[src/sv/mmcfp_pkg.sv]
// Shared types and constants of the motor command frame packer.
`default_nettype none

package mmcfp_pkg;

	typedef logic [2:0] func_t;

	// Function codes of an incoming command.
	localparam func_t FUNC_MIT     = 3'd0;
	localparam func_t FUNC_ENABLE  = 3'd1;
	localparam func_t FUNC_DISABLE = 3'd2;
	localparam func_t FUNC_ZERO    = 3'd3;
	localparam func_t FUNC_CLEAR   = 3'd4;

	// Command bytes placed in the last payload byte of a command frame.
	localparam logic [7:0] CMD_ENABLE  = 8'hFC;
	localparam logic [7:0] CMD_DISABLE = 8'hFD;
	localparam logic [7:0] CMD_ZERO    = 8'hFE;
	localparam logic [7:0] CMD_CLEAR   = 8'hFB;
	localparam logic [7:0] CMD_NONE    = 8'hFF;

	// Setpoint limits in their fixed-point units.
	localparam int POS_LIM = 25600;
	localparam int VEL_LIM = 20480;
	localparam int KP_LIM  = 32000;
	localparam int KD_LIM  = 20480;
	localparam int TRQ_LIM = 28672;

	// Scale factors imax / range, reduced to lowest terms.
	// Where the reduced denominator is a power of two the scaling is a multiply and shift.
	localparam int VEL_NUM   = 819;
	localparam int VEL_SHIFT = 13;
	localparam int KD_NUM    = 819;
	localparam int KD_SHIFT  = 12;
	localparam int TRQ_NUM   = 585;
	localparam int TRQ_SHIFT = 13;

	// Otherwise a rounded-up reciprocal with 2**SHIFT above (largest offset * denominator)
	// gives the exact floor for every offset in range.
	localparam int POS_NUM   = 13107;
	localparam int POS_DEN   = 10240;
	localparam int POS_SHIFT = 29;
	localparam logic [29:0] POS_MUL = 30'((64'(POS_NUM) * (64'd1 << POS_SHIFT)
		+ 64'(POS_DEN) - 64'd1) / 64'(POS_DEN));

	localparam int KP_NUM   = 819;
	localparam int KP_DEN   = 6400;
	localparam int KP_SHIFT = 28;
	localparam logic [25:0] KP_MUL = 26'((64'(KP_NUM) * (64'd1 << KP_SHIFT)
		+ 64'(KP_DEN) - 64'd1) / 64'(KP_DEN));

	// Scaled setpoint codes of one MIT control frame.
	typedef struct packed {
		logic [15:0] pos;
		logic [11:0] vel;
		logic [11:0] kp;
		logic [11:0] kd;
		logic [11:0] trq;
	} mit_codes_t;

endpackage

`default_nettype wire

[src/sv/mit_motor_command_frame_packer_core.sv]
// Top level of the MIT-mode motor command frame packer.
//
// Each input transaction carries one motor command; each output transaction
// carries the CAN frame built from it: the identifier and the eight payload
// bytes split into a high and a low word. Function 0 clamps and scales the five
// setpoints into position, velocity, kp, kd and torque codes; the other
// functions give a command frame of 0xFF bytes ending in the command byte.
//
// A transaction accepted at a clock edge is captured in the input register; the
// finished frame is then loaded into the output register, from which the receiver
// takes it. Throughput is one transaction per cycle while the receiver does not
// stall; the scaling multipliers sit between the input and output registers and
// are used once per item.
//
// While the receiver stalls, the output register holds its frame and the input
// register can still take one more transaction; only when both are full is
// in_stall raised. Reset clears both valid flags, so the block comes out of reset
// empty and ready to accept.
`default_nettype none

module mit_motor_command_frame_packer_core (
	input  logic                  clk,
	input  logic                  arst_n,
	input  logic                  in_valid,
	output logic                  in_stall,
	input  mmcfp_pkg::func_t      func,
	input  logic [10:0]           node_id,
	input  logic signed [15:0]    position,
	input  logic signed [15:0]    velocity,
	input  logic [15:0]           stiffness,
	input  logic [15:0]           damping,
	input  logic signed [15:0]    torque_ff,
	output logic                  out_valid,
	input  logic                  out_stall,
	output logic [10:0]           frame_id,
	output logic [31:0]           payload_high,
	output logic [31:0]           payload_low
);
	import mmcfp_pkg::*;

	// Input register stage.
	logic               valid_s1;
	func_t              func_s1;
	logic [10:0]        node_id_s1;
	logic signed [15:0] position_s1;
	logic signed [15:0] velocity_s1;
	logic [15:0]        stiffness_s1;
	logic [15:0]        damping_s1;
	logic signed [15:0] torque_ff_s1;

	// Output register stage.
	logic               valid_s2;
	logic [10:0]        frame_id_s2;
	logic [31:0]        payload_high_s2;
	logic [31:0]        payload_low_s2;

	mit_codes_t         codes;
	logic [31:0]        frame_high;
	logic [31:0]        frame_low;
	logic               adv_s1;
	logic               adv_s2;

	// The output stage moves whenever it is empty or its frame is being taken;
	// the input stage moves whenever it is empty or can hand on to the output stage.
	assign adv_s2   = !valid_s2 || !out_stall;
	assign adv_s1   = !valid_s1 || adv_s2;
	assign in_stall = !adv_s1;

	always_ff @(posedge clk or negedge arst_n) begin
		if (!arst_n) begin
			valid_s1 <= 1'b0;
		end else if (adv_s1) begin
			valid_s1 <= in_valid;
		end
	end

	always_ff @(posedge clk) begin
		if (adv_s1 && in_valid) begin
			func_s1      <= func;
			node_id_s1   <= node_id;
			position_s1  <= position;
			velocity_s1  <= velocity;
			stiffness_s1 <= stiffness;
			damping_s1   <= damping;
			torque_ff_s1 <= torque_ff;
		end
	end

	mmcfp_scale u_scale (
		.position  (position_s1),
		.velocity  (velocity_s1),
		.stiffness (stiffness_s1),
		.damping   (damping_s1),
		.torque_ff (torque_ff_s1),
		.codes     (codes)
	);

	mmcfp_pack u_pack (
		.func         (func_s1),
		.codes        (codes),
		.payload_high (frame_high),
		.payload_low  (frame_low)
	);

	always_ff @(posedge clk or negedge arst_n) begin
		if (!arst_n) begin
			valid_s2 <= 1'b0;
		end else if (adv_s2) begin
			valid_s2 <= valid_s1;
		end
	end

	always_ff @(posedge clk) begin
		if (adv_s2 && valid_s1) begin
			frame_id_s2     <= node_id_s1;
			payload_high_s2 <= frame_high;
			payload_low_s2  <= frame_low;
		end
	end

	assign out_valid    = valid_s2;
	assign frame_id     = frame_id_s2;
	assign payload_high = payload_high_s2;
	assign payload_low  = payload_low_s2;

	// The block only pushes back when the input register already holds a command.
	a_stall_only_when_full: assert property (@(posedge clk) disable iff (!arst_n)
		in_stall |-> valid_s1)
		else $error("input stalled while the input register is empty");

	// An accepted transaction is held in the input register at the next edge.
	a_accept_fills_s1: assert property (@(posedge clk) disable iff (!arst_n)
		(in_valid && !in_stall) |=> valid_s1)
		else $error("accepted transaction was not captured");

	// A command leaving the input register appears as an output frame.
	a_s1_to_s2: assert property (@(posedge clk) disable iff (!arst_n)
		(valid_s1 && adv_s2) |=> out_valid)
		else $error("command lost between input and output registers");

	// The frame identifier is the motor identifier of the same command.
	a_frame_id: assert property (@(posedge clk) disable iff (!arst_n)
		(valid_s1 && adv_s2) |=> (frame_id == $past(node_id_s1)))
		else $error("frame identifier does not match the command");

endmodule

`default_nettype wire

[src/sv/mmcfp_scale.sv]
// Clamping and fixed-point scaling of the five MIT control setpoints.
`default_nettype none

module mmcfp_scale (
	input  logic signed [15:0]  position,
	input  logic signed [15:0]  velocity,
	input  logic [15:0]         stiffness,
	input  logic [15:0]         damping,
	input  logic signed [15:0]  torque_ff,
	output mmcfp_pkg::mit_codes_t codes
);
	import mmcfp_pkg::*;

	logic signed [17:0] pos_sum;
	logic signed [17:0] vel_sum;
	logic signed [17:0] trq_sum;
	logic [15:0]        pos_off;
	logic [15:0]        vel_off;
	logic [14:0]        kp_off;
	logic [14:0]        kd_off;
	logic [15:0]        trq_off;
	logic [45:0]        pos_prod;
	logic [25:0]        vel_prod;
	logic [40:0]        kp_prod;
	logic [24:0]        kd_prod;
	logic [25:0]        trq_prod;

	// Offset the signed setpoints so that the lower limit sits at zero, then saturate.
	always_comb begin
		pos_sum = 18'(position) + 18'(POS_LIM);
		vel_sum = 18'(velocity) + 18'(VEL_LIM);
		trq_sum = 18'(torque_ff) + 18'(TRQ_LIM);

		if (pos_sum < 0) begin
			pos_off = '0;
		end else if (pos_sum > 18'(2 * POS_LIM)) begin
			pos_off = 16'(2 * POS_LIM);
		end else begin
			pos_off = pos_sum[15:0];
		end

		if (vel_sum < 0) begin
			vel_off = '0;
		end else if (vel_sum > 18'(2 * VEL_LIM)) begin
			vel_off = 16'(2 * VEL_LIM);
		end else begin
			vel_off = vel_sum[15:0];
		end

		if (trq_sum < 0) begin
			trq_off = '0;
		end else if (trq_sum > 18'(2 * TRQ_LIM)) begin
			trq_off = 16'(2 * TRQ_LIM);
		end else begin
			trq_off = trq_sum[15:0];
		end

		kp_off = (stiffness > 16'(KP_LIM)) ? 15'(KP_LIM) : stiffness[14:0];
		kd_off = (damping > 16'(KD_LIM)) ? 15'(KD_LIM) : damping[14:0];
	end

	assign pos_prod = 46'(pos_off) * 46'(POS_MUL);
	assign vel_prod = 26'(vel_off) * 26'(VEL_NUM);
	assign kp_prod  = 41'(kp_off) * 41'(KP_MUL);
	assign kd_prod  = 25'(kd_off) * 25'(KD_NUM);
	assign trq_prod = 26'(trq_off) * 26'(TRQ_NUM);

	assign codes.pos = pos_prod[POS_SHIFT +: 16];
	assign codes.vel = vel_prod[VEL_SHIFT +: 12];
	assign codes.kp  = kp_prod[KP_SHIFT +: 12];
	assign codes.kd  = kd_prod[KD_SHIFT +: 12];
	assign codes.trq = trq_prod[TRQ_SHIFT +: 12];

endmodule

`default_nettype wire

[src/sv/mmcfp_pack.sv]
// Function decode and assembly of the eight payload bytes.
`default_nettype none

module mmcfp_pack (
	input  mmcfp_pkg::func_t      func,
	input  mmcfp_pkg::mit_codes_t codes,
	output logic [31:0]           payload_high,
	output logic [31:0]           payload_low
);
	import mmcfp_pkg::*;

	logic [7:0] cmd;

	always_comb begin
		unique case (func)
			FUNC_ENABLE:  cmd = CMD_ENABLE;
			FUNC_DISABLE: cmd = CMD_DISABLE;
			FUNC_ZERO:    cmd = CMD_ZERO;
			FUNC_CLEAR:   cmd = CMD_CLEAR;
			default:      cmd = CMD_NONE;
		endcase
	end

	// MIT frames pack position:16, velocity:12, kp:12, kd:12, torque:12, most significant first.
	always_comb begin
		if (func == FUNC_MIT) begin
			payload_high = {codes.pos, codes.vel, codes.kp[11:8]};
			payload_low  = {codes.kp[7:0], codes.kd, codes.trq};
		end else begin
			payload_high = '1;
			payload_low  = {24'hFF_FFFF, cmd};
		end
	end

endmodule

`default_nettype wire

[config.mk]
export PLATFORM = sky130hd
export DESIGN_NAME = mit_motor_command_frame_packer_core
export DESIGN_NICKNAME = d
export VERILOG_FILES = /design/src/sv/mmcfp_pkg.sv /design/src/sv/mit_motor_command_frame_packer_core.sv /design/src/sv/mmcfp_scale.sv /design/src/sv/mmcfp_pack.sv
export SDC_FILE = /design/constraint.sdc
export NUM_CORES = 1
export LEC_CHECK = 0
export ABC_AREA = 1
export BUFFER_PORTS_ARGS = -buffer_cell sky130_fd_sc_hd__buf_2
export CAP_MARGIN = 20
export CORE_MARGIN = 2
export CORE_UTILIZATION = 39
export DETAILED_ROUTE_END_ITERATION = 6
export PLACE_DENSITY = 0.63
export SYNTH_ARGS = -nofsm -noshare
export SYNTH_HDL_FRONTEND = slang
export SYNTH_SLANG_ARGS = --single-unit
[constraint.sdc]
create_clock -name clk -period 12.81 [get_ports clk]
set_input_delay 1.9215 -clock clk [delete_from_list [all_inputs] [get_ports clk]]
set_output_delay 1.9215 -clock clk [all_outputs]
set_load 0.02 [all_outputs]
==> impl_results.md <==
- Outcome: finished clean
- R2r endpoint: payload_high[25]
- Critical Path Start Type: register
- DRT iter0 DRCs: between 900 and 1,000
- Critical Path Most Common Cell: fa_1
- WS Path Type: reg -> reg
- Setup TNS: 0 ns
- FF-to-FF Start: position_s1[10]
- RSZ-0062 raised after global routing: no
- Vias after detailed routing: 19,560
- Initial DRT Pass Iterations: 5
- Reg2Reg Depth: 26
- Max_slew headroom: between 20% and 30%
- Arrival time worst endpoint: around 7.9 ns
- Core Rows: between 90 and 100
- Top FF cell, synth: edfxtp_1
- Hold Worst Slack: about 0.42 ns
- Fin crit share: roughly three fifths
- Ports: 175
- Post-DR wirelength/cell: 16.9 um
- Max stage delay on crit path: between 0.6 and 0.7 ns
- Initial Util: roughly two fifths
- Initial antenna violation count: 4
- Max-cap violations: 0
- Area delta synth->final: 9.64%
- CTS Root Cell: clkbuf_16
- Register Area: about 0.0051 sq mm
- CTS Hold Bufs: 0
- Fin. max-slew vios: 0
- HPWL after DPL: approximately 59,000 um
- Largest area contributor in the netlist: ha_1
- Clock sink count: approximately 170
- EDFF count, synth: 169
- Die X: about 270 um
- Sequential share of the synthesized area: 19.0%
- Met3 routed WL: about 3400 um
- Max Fanout on Critical Path: 11
- Largest cells by area after synthesis: ha_1 26%, fa_1 24%, edfxtp_1 19%
- Top-area cell type share of the netlist area: roughly a quarter
- Die area: roughly 0.071 sq mm
- Syn Inst Count: just under 3,000
- Worst hold path type: reg -> reg
- Reg2reg setup slack: a little over 5 ns
- Filler cells: between 6,000 and 7,000
- Worst path depth: 26
- Later-pin clock latency in the skew report: 0.51 ns
- Overall Global Routing Usage: about a fifth
- First-pass GRT wire length: 109,000 um
- Clock Path Buffers: 2
- PortBufs: 174
- Worst slew pin tran: roughly 1.1 ns
- WP buf/inv: 4
- Multi-input combinational cell area: ~0.019 sq mm
- Die height: between 200 and 300 um
- Clock Pin Slew Worst Setup and Hold Paths: around 0.09 ns
- Pre-CTS setup slack: 5.17 ns
- Clock buffer count from CTS: 17
- Asr flop ratio synth: 1.17%
- Distinct cells, synth: 50
- Synthesized area: roughly 0.027 sq mm
- Worst EP required: approximately 13 ns
- Gr ovfl total: 0
- H-tree depth: 4
- Net Count, Synth: around 4,000
- Vias/cell: 4.86
- Clock skew: 0.0223 ns
- Final Setup Violations: 0
- Detail Route Antenna Nets: 0
- Most frequent cells in the layout: 797 x inv_1, 551 x ha_1, 328 x fa_1
- Yosys synthesis warning count: 0
- Post-Syn Area per Cell: 9.17 sq um
- Final net count: just over 4,000
- Startpoint of the worst setup timing path: position_s1[10]
- Setup Fix Bufs, Post-CTS: 0
- Core box area: 0.0685 sq mm
- Final hold vios: 0
- Antenna diode count: 0
- Most common cell after layout, fill and taps aside: inv_1
- Post-layout min period: roughly 7.7 ns
- Max Freq: ~130 MHz
- Vias in the first global route: roughly 20,000
- TritonCTS clock tree: built
- Crit path to: payload_high[25]
- Uppermost routed layer: met5
- Synthesis-stage register bit count: roughly 170
- M1 WL: around 32,000 um
- CP endpoint kind: register
- CTS resizes: 0
- Post-route DRC: 0
- CP max-delay cell: nor2_1
- Met2 routed WL: around 31,000 um
- Share of post-route cells with drive strength above 1: 7.90%
- Routed WL: ~68,000 um
- Top Family by Delay on Critical Path: adder cells
- Final RePlAce weighted congestion: 0.969
- Fin worst setup slack: just over 5 ns
- Largest net degree at the start of global routing: between 70 and 80
==> layout make-up <==
type / instances / area share (%)
repair buffers: 177 / 3.02
flip-flops and latches: 171 / 17.3
well taps: 882 / 3.73
multi-input cells: 1961 / 63.7
clock buffers: 17 / 1.44
clock inverters: 15 / 0.635
inverters: 800 / 10.2
==> registers in the layout (all words and copies together), names as in the netlist <==
signal        flops
payload_high     32
func_s1           3
stiffness_s1     16
node_id_s1       11
velocity_s1      16
frame_id         11
position_s1      16
damping_s1       16
torque_ff_s1     16
payload_low      32
out_valid         1
valid_s1          1
==> stage by stage <==
step,instance area (sq um),instances,util (%)
after global placement,28900,3991,42.3
after detailed placement,28900,3991,42.3
after floorplan,27000,2940,-
after global routing,29600,4023,43.2
final,29600,4023,43.2
after CTS,29600,4023,43.2
==> cells in the mapped netlist, types with 4 or more instances <==
library cell,number
a21o_1,18
a21oi_1,180
a221oi_1,4
a31oi_1,8
clkbuf_1,7
edfxtp_1,169
fa_1,328
ha_1,551
inv_1,798
nand2_1,290
nand2_2,4
nand2_4,5
nand3_1,64
nand4_1,22
nor2_1,188
nor3_1,45
nor4_1,18
o211ai_1,8
o21a_1,14
o21ai_0,108
o21bai_1,12
o31ai_1,4
or2_2,18
xnor2_1,14
xor2_1,18
==> logic make-up after synthesis <==
group	after synthesis	share of synthesized area [%]
simple gates	673	10.9
xor+xnor	32	1.04
buf+inv	808	11.3
fa+ha+maj	879	49.9
compound gates	377	7.85
flops	171	19.0
==> per-layer routing <==
layer	GRT usage, %	up-vias
met5	0	-
met4	5.25	4
met3	3.61	80
met2	32.3	384
met1	27.3	9291
li1	-	9801
==> worst reg2reg max path, cell delays in order (launching register included) <==
cell       delay, ns
edfxtp_1        0.46
ha_1            0.26
nand2_1         0.11
nand2_1         0.07
xor2_1          0.21
nor2_2          0.07
nand2_2         0.11
nand2_2         0.15
nor2_1          0.64
ha_1            0.40
inv_1           0.15
fa_1            0.46
fa_1            0.54
inv_1           0.05
fa_1            0.47
fa_1            0.55
inv_1           0.06
fa_1            0.54
inv_1           0.04
ha_1            0.37
a21oi_1         0.37
o21ai_0         0.22
a21oi_1         0.23
a21oi_1         0.11
a2111oi_0       0.44
a21oi_1         0.14
nand3b_1        0.18
==> worst min-delay path by stage <==
stage | start | end | slack, ns | cells after the start
floorplan | node_id_s1[0] | frame_id[0] | 0.40 | 0
global placement | node_id_s1[10] | frame_id[10] | 0.40 | 0
detailed placement | node_id_s1[4] | frame_id[4] | 0.40 | 0
CTS | node_id_s1[8] | frame_id[8] | 0.42 | 0
global route | node_id_s1[8] | frame_id[8] | 0.43 | 0
finish | node_id_s1[8] | frame_id[8] | 0.42 | 0
Power is not shown: default switching activity piles up to over one toggle a cycle in this logic, so the estimate is an artifact.
